$ cat src/asmtok_pkg.sv
`timescale 1ns / 1ps

package asmtok_pkg;

  localparam int OFFSET_BITS       = 24;
  localparam int KEYWORD_MAX_CHARS = 4;
  localparam int PREFIX_BITS       = 8 * KEYWORD_MAX_CHARS;
  localparam int VALUE_BITS        = 64;
  localparam int KEYWORD_COUNT     = 15;

  localparam int QUEUE_DEPTH    = 4;
  localparam int QUEUE_PTR_BITS = $clog2(QUEUE_DEPTH);
  localparam int QUEUE_CNT_BITS = $clog2(QUEUE_DEPTH + 1);

  localparam logic [OFFSET_BITS-1:0] LEN_MAX = {OFFSET_BITS{1'b1}};

  localparam logic [7:0] CH_NEWLINE = 8'h0a;
  localparam logic [7:0] CH_SPACE   = 8'h20;
  localparam logic [7:0] CH_COMMA   = 8'h2c;
  localparam logic [7:0] CH_MINUS   = 8'h2d;
  localparam logic [7:0] CH_SLASH   = 8'h2f;
  localparam logic [7:0] CH_X       = 8'h78;
  localparam logic [7:0] CH_EOF     = 8'hff;

  typedef enum logic [2:0] {
    TK_END     = 3'd0,
    TK_OPCODE  = 3'd1,
    TK_REG     = 3'd2,
    TK_LITERAL = 3'd3,
    TK_IDENT   = 3'd4
  } token_kind_t;

  typedef enum logic [4:0] {
    MODE_SKIP    = 5'b00001,
    MODE_IDENT   = 5'b00010,
    MODE_DEC     = 5'b00100,
    MODE_HEX     = 5'b01000,
    MODE_COMMENT = 5'b10000
  } scan_mode_t;

  typedef struct packed {
    token_kind_t                   kind;
    logic [OFFSET_BITS-1:0]        start;
    logic [3:0]                    code;
    logic signed [VALUE_BITS-1:0]  value;
    logic [OFFSET_BITS-1:0]        length;
    logic                          last;
  } token_t;

  typedef struct packed {
    logic [1:0] count;
    token_t     first;
    token_t     second;
  } scan_out_t;

  typedef struct packed {
    logic [QUEUE_CNT_BITS-1:0] level;
    logic                      room;
  } queue_status_t;

  typedef struct packed {
    logic [31:0] text;
    logic [2:0]  len;
    token_kind_t kind;
    logic [3:0]  code;
  } keyword_t;

  typedef struct packed {
    logic        hit;
    token_kind_t kind;
    logic [3:0]  code;
  } keyword_hit_t;

  localparam keyword_t KEYWORDS [KEYWORD_COUNT] = '{
    '{32'h68616c74, 3'd4, TK_OPCODE, 4'd0},  // halt
    '{32'h006d6f76, 3'd3, TK_OPCODE, 4'd1},  // mov
    '{32'h00616464, 3'd3, TK_OPCODE, 4'd2},  // add
    '{32'h00737562, 3'd3, TK_OPCODE, 4'd3},  // sub
    '{32'h00646976, 3'd3, TK_OPCODE, 4'd4},  // div
    '{32'h006d756c, 3'd3, TK_OPCODE, 4'd5},  // mul
    '{32'h74657374, 3'd4, TK_OPCODE, 4'd6},  // test
    '{32'h006a6e7a, 3'd3, TK_OPCODE, 4'd7},  // jnz
    '{32'h00006a7a, 3'd2, TK_OPCODE, 4'd8},  // jz
    '{32'h00726130, 3'd3, TK_REG,    4'd0},  // ra0
    '{32'h00726131, 3'd3, TK_REG,    4'd1},
    '{32'h00726132, 3'd3, TK_REG,    4'd2},
    '{32'h00726133, 3'd3, TK_REG,    4'd3},
    '{32'h00726134, 3'd3, TK_REG,    4'd4},
    '{32'h00726135, 3'd3, TK_REG,    4'd5}
  };

  function automatic logic is_dec(input logic [7:0] c);
    return (c >= 8'h30) && (c <= 8'h39);
  endfunction

  function automatic logic is_alpha(input logic [7:0] c);
    return ((c >= 8'h61) && (c <= 8'h7a)) || ((c >= 8'h41) && (c <= 8'h5a));
  endfunction

  function automatic logic is_alnum(input logic [7:0] c);
    return is_dec(c) || is_alpha(c);
  endfunction

  function automatic logic is_hex_letter(input logic [7:0] c);
    return ((c >= 8'h61) && (c <= 8'h66)) || ((c >= 8'h41) && (c <= 8'h46));
  endfunction

  function automatic logic is_hex(input logic [7:0] c);
    return is_dec(c) || is_hex_letter(c);
  endfunction

  // Letters a-f and A-F share their low nibble (1..6); non-hex bytes add nothing.
  function automatic logic [3:0] hex_nibble(input logic [7:0] c);
    logic [3:0] v;
    v = 4'd0;
    if (is_dec(c)) v = c[3:0];
    else if (is_hex_letter(c)) v = c[3:0] + 4'd9;
    return v;
  endfunction

  function automatic keyword_hit_t keyword_match(input logic [PREFIX_BITS-1:0] prefix,
                                                 input logic [OFFSET_BITS-1:0] len);
    keyword_hit_t r;
    r = '{hit: 1'b0, kind: TK_IDENT, code: 4'd0};
    for (int i = 0; i < KEYWORD_COUNT; i++) begin
      if (!r.hit && (len == OFFSET_BITS'(KEYWORDS[i].len)) &&
          (prefix == PREFIX_BITS'(KEYWORDS[i].text))) begin
        r.hit  = 1'b1;
        r.kind = KEYWORDS[i].kind;
        r.code = KEYWORDS[i].code;
      end
    end
    return r;
  endfunction

endpackage

$ cat src/asmtok_scan.sv
`timescale 1ns / 1ps

module asmtok_scan import asmtok_pkg::*; (
  input  logic       clk,
  input  logic       rst,
  input  logic       fire,
  input  logic [7:0] source_byte,
  input  logic       stream_end,
  output scan_out_t  result
);

  logic [7:0]                   held_byte, held_byte_next;
  logic                         held_valid, held_valid_next;
  scan_mode_t                   scan_mode, scan_mode_next;
  logic                         negative_flag, negative_flag_next;
  logic                         skip_next_byte, skip_next_byte_next;
  logic signed [VALUE_BITS-1:0] accum, accum_next;
  logic [OFFSET_BITS-1:0]       stream_position, stream_position_next;
  logic [OFFSET_BITS-1:0]       token_start, token_start_next;
  logic [OFFSET_BITS-1:0]       word_length, word_length_next;
  logic [PREFIX_BITS-1:0]       word_prefix, word_prefix_next;

  logic                         end_item;
  logic [7:0]                   peek;
  logic [OFFSET_BITS-1:0]       at;
  scan_mode_t                   work_mode;
  logic                         go;
  logic                         emit;
  token_t                       scan_tok;
  token_t                       end_tok;
  logic signed [VALUE_BITS-1:0] accum_x10;
  logic signed [VALUE_BITS-1:0] dec_value;
  logic signed [VALUE_BITS-1:0] hex_value;
  logic [OFFSET_BITS-1:0]       len_inc;
  logic [PREFIX_BITS-1:0]       prefix_inc;
  keyword_hit_t                 kw;

  assign end_item  = stream_end || (source_byte == CH_EOF);
  assign peek      = end_item ? CH_EOF : source_byte;
  assign at        = stream_position - OFFSET_BITS'(1);
  assign accum_x10 = (accum <<< 3) + (accum <<< 1);
  assign hex_value = (accum <<< 4) | VALUE_BITS'(hex_nibble(held_byte));
  assign len_inc   = (word_length < LEN_MAX) ? word_length + OFFSET_BITS'(1) : word_length;
  assign prefix_inc = (word_length < OFFSET_BITS'(KEYWORD_MAX_CHARS)) ?
                      {word_prefix[PREFIX_BITS-9:0], held_byte} : word_prefix;
  assign kw        = keyword_match(prefix_inc, len_inc);

  always_comb begin
    held_byte_next       = held_byte;
    held_valid_next      = held_valid;
    scan_mode_next       = scan_mode;
    negative_flag_next   = negative_flag;
    skip_next_byte_next  = skip_next_byte;
    accum_next           = accum;
    stream_position_next = stream_position;
    token_start_next     = token_start;
    word_length_next     = word_length;
    word_prefix_next     = word_prefix;
    work_mode            = scan_mode;
    go                   = 1'b0;
    emit                 = 1'b0;
    scan_tok             = '0;
    scan_tok.start       = token_start;
    dec_value            = '0;

    // Judge the held byte against the incoming one as lookahead.
    if (held_valid) begin
      if (skip_next_byte) begin
        skip_next_byte_next = 1'b0;
      end else if (scan_mode == MODE_SKIP) begin
        token_start_next = at;
        if ((held_byte == CH_COMMA) || (held_byte == CH_SPACE) ||
            (held_byte == CH_NEWLINE)) begin
          go = 1'b0;
        end else if (held_byte == CH_SLASH) begin
          if (peek == CH_SLASH) scan_mode_next = MODE_COMMENT;
        end else if (held_byte == CH_MINUS) begin
          if (is_dec(peek)) begin
            scan_mode_next     = MODE_DEC;
            negative_flag_next = 1'b1;
          end
        end else if (is_dec(held_byte)) begin
          if (peek == CH_X) begin
            scan_mode_next      = MODE_HEX;
            skip_next_byte_next = 1'b1;
          end else begin
            work_mode          = MODE_DEC;
            negative_flag_next = 1'b0;
            go                 = 1'b1;
          end
        end else begin
          work_mode = MODE_IDENT;
          go        = 1'b1;
        end
      end else begin
        go = 1'b1;
      end
    end

    scan_tok.start = token_start_next;

    if (go) begin
      scan_mode_next = work_mode;
      unique case (work_mode)
        MODE_IDENT: begin
          word_prefix_next = prefix_inc;
          word_length_next = len_inc;
          if (!is_alnum(peek)) begin
            emit = 1'b1;
            if (kw.hit) begin
              scan_tok.kind = kw.kind;
              scan_tok.code = kw.code;
            end else begin
              scan_tok.kind   = TK_IDENT;
              scan_tok.length = len_inc;
            end
          end
        end
        MODE_DEC: begin
          // Keep the sign folded into the accumulator.
          dec_value  = negative_flag_next ?
                       accum_x10 - VALUE_BITS'(held_byte[3:0]) :
                       accum_x10 + VALUE_BITS'(held_byte[3:0]);
          accum_next = dec_value;
          if (!is_dec(peek)) begin
            emit           = 1'b1;
            scan_tok.kind  = TK_LITERAL;
            scan_tok.value = dec_value;
          end
        end
        MODE_HEX: begin
          accum_next = hex_value;
          if (!is_hex(peek)) begin
            emit           = 1'b1;
            scan_tok.kind  = TK_LITERAL;
            scan_tok.value = hex_value;
          end
        end
        default: begin
          if (held_byte == CH_NEWLINE) scan_mode_next = MODE_SKIP;
        end
      endcase
      if (emit) begin
        scan_mode_next     = MODE_SKIP;
        negative_flag_next = 1'b0;
        accum_next         = '0;
        word_length_next   = '0;
        word_prefix_next   = '0;
        token_start_next   = at + OFFSET_BITS'(1);
      end
    end

    end_tok       = '0;
    end_tok.kind  = TK_END;
    end_tok.start = token_start_next;
    end_tok.last  = 1'b1;

    scan_tok.last = !end_item;

    if (end_item) begin
      result.count  = emit ? 2'd2 : 2'd1;
      result.first  = emit ? scan_tok : end_tok;
      result.second = end_tok;
      held_byte_next       = '0;
      held_valid_next      = 1'b0;
      scan_mode_next       = MODE_SKIP;
      negative_flag_next   = 1'b0;
      skip_next_byte_next  = 1'b0;
      accum_next           = '0;
      stream_position_next = '0;
      token_start_next     = '0;
      word_length_next     = '0;
      word_prefix_next     = '0;
    end else begin
      result.count         = {1'b0, emit};
      result.first         = scan_tok;
      result.second        = end_tok;
      held_byte_next       = source_byte;
      held_valid_next      = 1'b1;
      stream_position_next = stream_position + OFFSET_BITS'(1);
    end
  end

  always_ff @(posedge clk) begin
    if (rst) begin
      held_byte       <= '0;
      held_valid      <= 1'b0;
      scan_mode       <= MODE_SKIP;
      negative_flag   <= 1'b0;
      skip_next_byte  <= 1'b0;
      accum           <= '0;
      stream_position <= '0;
      token_start     <= '0;
      word_length     <= '0;
      word_prefix     <= '0;
    end else if (fire) begin
      held_byte       <= held_byte_next;
      held_valid      <= held_valid_next;
      scan_mode       <= scan_mode_next;
      negative_flag   <= negative_flag_next;
      skip_next_byte  <= skip_next_byte_next;
      accum           <= accum_next;
      stream_position <= stream_position_next;
      token_start     <= token_start_next;
      word_length     <= word_length_next;
      word_prefix     <= word_prefix_next;
    end
  end

endmodule

$ cat src/asmtok_queue.sv
`timescale 1ns / 1ps

module asmtok_queue import asmtok_pkg::*; (
  input  logic          clk,
  input  logic          rst,
  input  logic          push,
  input  scan_out_t     push_data,
  input  logic          pop,
  output logic          head_valid,
  output token_t        head,
  output queue_status_t status
);

  token_t                    slots [QUEUE_DEPTH];
  logic [QUEUE_PTR_BITS-1:0] wr_ptr, wr_ptr_next;
  logic [QUEUE_PTR_BITS-1:0] rd_ptr;
  logic [QUEUE_CNT_BITS-1:0] level, level_next;
  logic [QUEUE_CNT_BITS-1:0] push_count;
  logic                      pop_ok;

  assign push_count  = push ? QUEUE_CNT_BITS'(push_data.count) : '0;
  assign pop_ok      = pop && (level != '0);
  assign level_next  = level + push_count - QUEUE_CNT_BITS'(pop_ok);
  assign wr_ptr_next = wr_ptr + push_count[QUEUE_PTR_BITS-1:0];

  assign head_valid   = (level != '0);
  assign head         = slots[rd_ptr];
  assign status.level = level;
  assign status.room  = (level <= QUEUE_CNT_BITS'(QUEUE_DEPTH - 2));

  always_ff @(posedge clk) begin
    if (rst) begin
      wr_ptr <= '0;
      rd_ptr <= '0;
      level  <= '0;
    end else begin
      wr_ptr <= wr_ptr_next;
      level  <= level_next;
      if (pop_ok) rd_ptr <= rd_ptr + QUEUE_PTR_BITS'(1);
    end
  end

  always_ff @(posedge clk) begin
    if (push && (push_data.count != 2'd0)) slots[wr_ptr] <= push_data.first;
    if (push && (push_data.count == 2'd2)) slots[wr_ptr + QUEUE_PTR_BITS'(1)] <= push_data.second;
  end

endmodule

$ cat src/assembly_source_tokenizer.sv
`timescale 1ns / 1ps

// Assembly source tokenizer. Takes one source byte per transfer and turns the stream into
// tokens (opcode words, register names, literals, identifiers, end). Each byte is judged
// against the byte after it, so a token comes out one transfer after its last byte
// arrives; an end transfer (stream_end, or byte 255) flushes the held byte and adds the
// end token, so it can yield two tokens. Rate is one byte per cycle while the queue has
// room: a byte passes an input register, the scanner updates its registered state, and
// tokens go into a four-entry output queue. Input stalls only while that queue has fewer
// than two free slots; an end transfer with two tokens hands them out one at a time.
module assembly_source_tokenizer import asmtok_pkg::*; (
  input  logic                         clk,
  input  logic                         rst,
  input  logic                         in_valid,
  output logic                         in_ready,
  input  logic [7:0]                   source_byte,
  input  logic                         stream_end,
  output logic                         out_valid,
  input  logic                         out_ready,
  output logic [2:0]                   token_kind,
  output logic [OFFSET_BITS-1:0]       start_offset,
  output logic [3:0]                   word_code,
  output logic signed [VALUE_BITS-1:0] literal_value,
  output logic [OFFSET_BITS-1:0]       ident_length,
  output logic                         last_of_run
);

  logic          item_valid;
  logic [7:0]    item_byte;
  logic          item_end;
  logic          fire;
  scan_out_t     scan_result;
  token_t        head;
  queue_status_t q_status;

  assign fire     = item_valid && q_status.room;
  assign in_ready = !item_valid || q_status.room;

  always_ff @(posedge clk) begin
    if (rst) begin
      item_valid <= 1'b0;
    end else if (in_valid && in_ready) begin
      item_valid <= 1'b1;
    end else if (fire) begin
      item_valid <= 1'b0;
    end
  end

  always_ff @(posedge clk) begin
    if (in_valid && in_ready) begin
      item_byte <= source_byte;
      item_end  <= stream_end;
    end
  end

  asmtok_scan u_scan (
    .clk         (clk),
    .rst         (rst),
    .fire        (fire),
    .source_byte (item_byte),
    .stream_end  (item_end),
    .result      (scan_result)
  );

  asmtok_queue u_queue (
    .clk        (clk),
    .rst        (rst),
    .push       (fire),
    .push_data  (scan_result),
    .pop        (out_ready),
    .head_valid (out_valid),
    .head       (head),
    .status     (q_status)
  );

  assign token_kind    = head.kind;
  assign start_offset  = head.start;
  assign word_code     = head.code;
  assign literal_value = head.value;
  assign ident_length  = head.length;
  assign last_of_run   = head.last;

  a_end_emits: assert property (@(posedge clk) disable iff (rst)
    fire && (item_end || (item_byte == CH_EOF)) |-> scan_result.count != 2'd0)
    else $error("end item produced no token");

  a_pair_order: assert property (@(posedge clk) disable iff (rst)
    fire && (scan_result.count == 2'd2) |->
      (scan_result.second.kind == TK_END) && !scan_result.first.last)
    else $error("token pair not closed by end token");

  a_queue_level: assert property (@(posedge clk) disable iff (rst)
    q_status.level <= QUEUE_CNT_BITS'(QUEUE_DEPTH))
    else $error("output queue overflow");

  a_run_last: assert property (@(posedge clk) disable iff (rst)
    fire && (scan_result.count == 2'd1) |-> scan_result.first.last)
    else $error("single token missing last flag");

endmodule
$ cat config.mk
export PLATFORM = sky130hd
export DESIGN_NAME = assembly_source_tokenizer
export DESIGN_NICKNAME = d
export VERILOG_FILES = /design/src/asmtok_pkg.sv /design/src/asmtok_scan.sv /design/src/asmtok_queue.sv /design/src/assembly_source_tokenizer.sv
export SDC_FILE = /design/constraint.sdc
export NUM_CORES = 2
export LEC_CHECK = 0
export BUFFER_PORTS_ARGS = -buffer_cell sky130_fd_sc_hd__buf_2
export CORE_MARGIN = 2
export CORE_UTILIZATION = 55
export DETAILED_ROUTE_END_ITERATION = 16
export PLACE_DENSITY = 0.72
export SYNTH_ARGS = -nofsm -noshare
export SYNTH_HDL_FRONTEND = slang
export SYNTH_SLANG_ARGS = --single-unit
export TNS_END_PERCENT = 20
$ cat constraint.sdc
create_clock -name clk -period 7.1 [get_ports clk]
set_clock_uncertainty 0.15 [all_clocks]
set_input_delay 0.71 -clock clk [delete_from_list [all_inputs] [get_ports clk]]
set_output_delay 0.71 -clock clk [all_outputs]
set_load 0.05 [all_outputs]
==> run metrics <==
H-tree levels 3; cell depth of the worst setup path 14; Reg area 0.0147 sq mm; initial DRC count 4,555; vias after detailed routing 35,600; Setup Fix Bufs, Post-CTS 0; CP max-delay cell a211oi_1; clk_lat worst skew 620 ps; syn nets 4,495; ys flop type dfxtp_1; routed wire length per instance 23.4 um; WP data arrival 6510 ps; cell total after placement 5,195; GRT Util Overall 33.6%; largest net degree at the start of global routing 69; CTS root buf clkbuf_16; Cell variety after synth 111; cts hold-fix bufs 0; commonest non-fill, non-tap cell in the layout dfxtp_1; most frequent cells in the layout 575 x dfxtp_1, 518 x nand2_1, 397 x nor2_1; Yosys top cell by area dfxtp_1; global-route wire length before repair 190 mm; RSZ-0062 raised after global routing no; die width 269 um; Startpoint Class flip-flop; Slew @ Worst Pin 1330 ps; f_max 162 MHz; Worst VDD drop 0.000230 V; DR pass1 iterations 6; area of the multi-input gates 0.0224 sq mm; dpl cell area 0.0396 sq mm; register area share after synthesis 38.2%; synthesized area 0.0385 sq mm; Initial Util 55.8%; Fin Setup TNS 0 ps; layout cells sized above 1 11.9%; reg2reg start u_scan.held_byte[1]; number of remaining DRC errors 0; Final Critical Period 6170 ps; crit-path cells inv_1 -> ha_1 -> o21bai_1 -> a211oi_1 -> a31oi_1 -> and4_2 -> or3_1 -> nand2b_1 -> ha_1 -> or4_2 -> and2_4 -> buf_4 -> nand2_1 -> o21ai_0; Worst-path clk slew 60 ps; n_diodes 0; worst r2r path cells 14; CTS tree done; Reg2Reg Setup Slack 930 ps; Buf/Inv on CP 2; PostCTS Resize Cnt 0; Routed Wire Length 125 mm; crit path max fanout 39; clock sink total 682; Pleak 15.2 nW; nets 4,434; Antenna Nets Post-Route 0; Top delay family on crit path simple AND/OR/NAND/NOR gates; DR vias/cell 6.70; Hold EP item_byte[6]; Tcrit/Tclk final 86.9%; kind of critical path flip-flop to flip-flop; Finished Layout Cells 5,322; Worst Hold Depth 1; Seq cells post-synth 682; final instance area 0.0419 sq mm; hold path startpoint source_byte[6]; Synth Warn # 0; # port buffers 134; CP Launch Point u_scan.held_byte[1]; Slew HR 11.3%; Final HPWL DP 87.0 mm; CTS buffer count 71; outcome finished, final reports clean; Post-Syn Instances 4,398; total power 9.39 mW; EDFF count, synth 105; pwr/cell area 224 mW/mm^2; synthesis-to-finish area growth 8.82%; Worst path most repeated cell ha_1; Final Util 60.8%; die height 269 um; r2r endpoint u_queue.slots[0][5]; antenna violations before repair 0; Layout fillers 6,060; die area 0.0721 sq mm; fin. max-slew vios 0; number of global-route vias before repair 32,700; total grt overflow 0; syn_area_per_cell 8.75 sq um; final setup fails 0; Crit path largest cell delay 860 ps; Post-synth ARST share 0%; CP endpoint kind flip-flop; Rows 96; Fin. Hold Viols 0; Max-Cap Viols 0; Final Wtd Congestion 1.00; core area 0.0689 sq mm; Synth top area share 30.0%; Synth area leaders dfxtp_1 30%, edfxtp_1 8.2%, mux4_2 7.0%, nand2_1 5.1%, o21ai_0 4.9%; Max clock buf depth 3; Hold Path Class input pin to flip-flop; Req. time, crit path 7440 ps; # IOs 135
stage by stage:
stage / setup WS, ps / hold WS [ps]
floorplan: 1640 / 261
global placement: 1270 / 279
detailed placement: 1070 / 279
CTS: 1060 / 86.4
global route: 496 / 95.2
finish: 927 / 113
where the power goes:
part	switching (mW)	total, mW	internal (mW)
logic	1.07	1.58	0.505
registers	0.0907	4.07	3.98
clock network	1.61	3.75	2.14
total	2.77	9.39	6.62
flip-flops by register name, summed over array words and instances (netlist names), named ones only:
| signal | flops |
|---|---|
| u_queue.slots | 480 |
| u_scan.accum | 63 |
| u_scan.word_prefix | 32 |
| u_scan.stream_position | 24 |
| u_scan.token_start | 24 |
| u_scan.word_length | 24 |
| item_byte | 8 |
| u_scan.held_byte | 8 |
| u_scan.scan_mode | 5 |
| u_queue.level | 3 |
| u_queue.rd_ptr | 2 |
| u_queue.wr_ptr | 2 |
| item_end | 1 |
| item_valid | 1 |
| u_scan.held_valid | 1 |
| u_scan.negative_flag | 1 |
| u_scan.skip_next_byte | 1 |
synth_stat cells, types with 66 or more instances:
cell,instances
xor2_1,75
nor3_1,136
mux4_2,120
a22o_1,95
clkbuf_1,257
dfxtp_1,577
nand2_1,518
a21oi_1,226
o21ai_0,377
nand3_1,95
xnor2_1,119
ha_1,80
edfxtp_1,105
a22oi_1,92
nand4_1,66
o22ai_1,102
nor2_1,398
area by class of cell:
type	count	share of cell area [%]
Multi-Input combinational cell	3336	53.4
Sequential cell	682	35.1
Clock buffer	100	4.79
Tap cell	931	2.78
Timing Repair Buffer	190	2.64
Clock inverter	27	0.744
Inverter	56	0.502
kinds of logic after synthesis:
group                    count (synthesis)  share of synthesized area, %
flip-flops                             682                          38.2
AND/OR/NAND/NOR                       1598                          20.4
buffers and inverters                  380                          3.85
adder cells (fa/ha/maj)                 84                          2.81
XOR/XNOR                               195                          4.46
AO/OA/AOI/OAI                         1280                          21.7
multiplexers                           179                          8.58
routing by layer:
layer / part of all wire (%) / routed length, um / global-route usage (%)
met1: 43 / 54000 / 50.0
met2: 42 / 52500 / 48.6
met3: 12 / 14800 / 6.94
met4: 2.6 / 3290 / 10.5
met5: 0 / 0 / 0
how the worst max path moves through the flow:
stage	slack (ps)	end
final	930	u_queue.slots[0][5]
after global routing	500	u_queue.slots[0][4]
after CTS	1060	u_queue.slots[0][5]
after detailed placement	1070	u_queue.slots[0][15]
after global placement	1270	u_queue.slots[0][11]
after floorplan	1640	u_queue.slots[1][100]
Power figures use the tool's default switching activity.
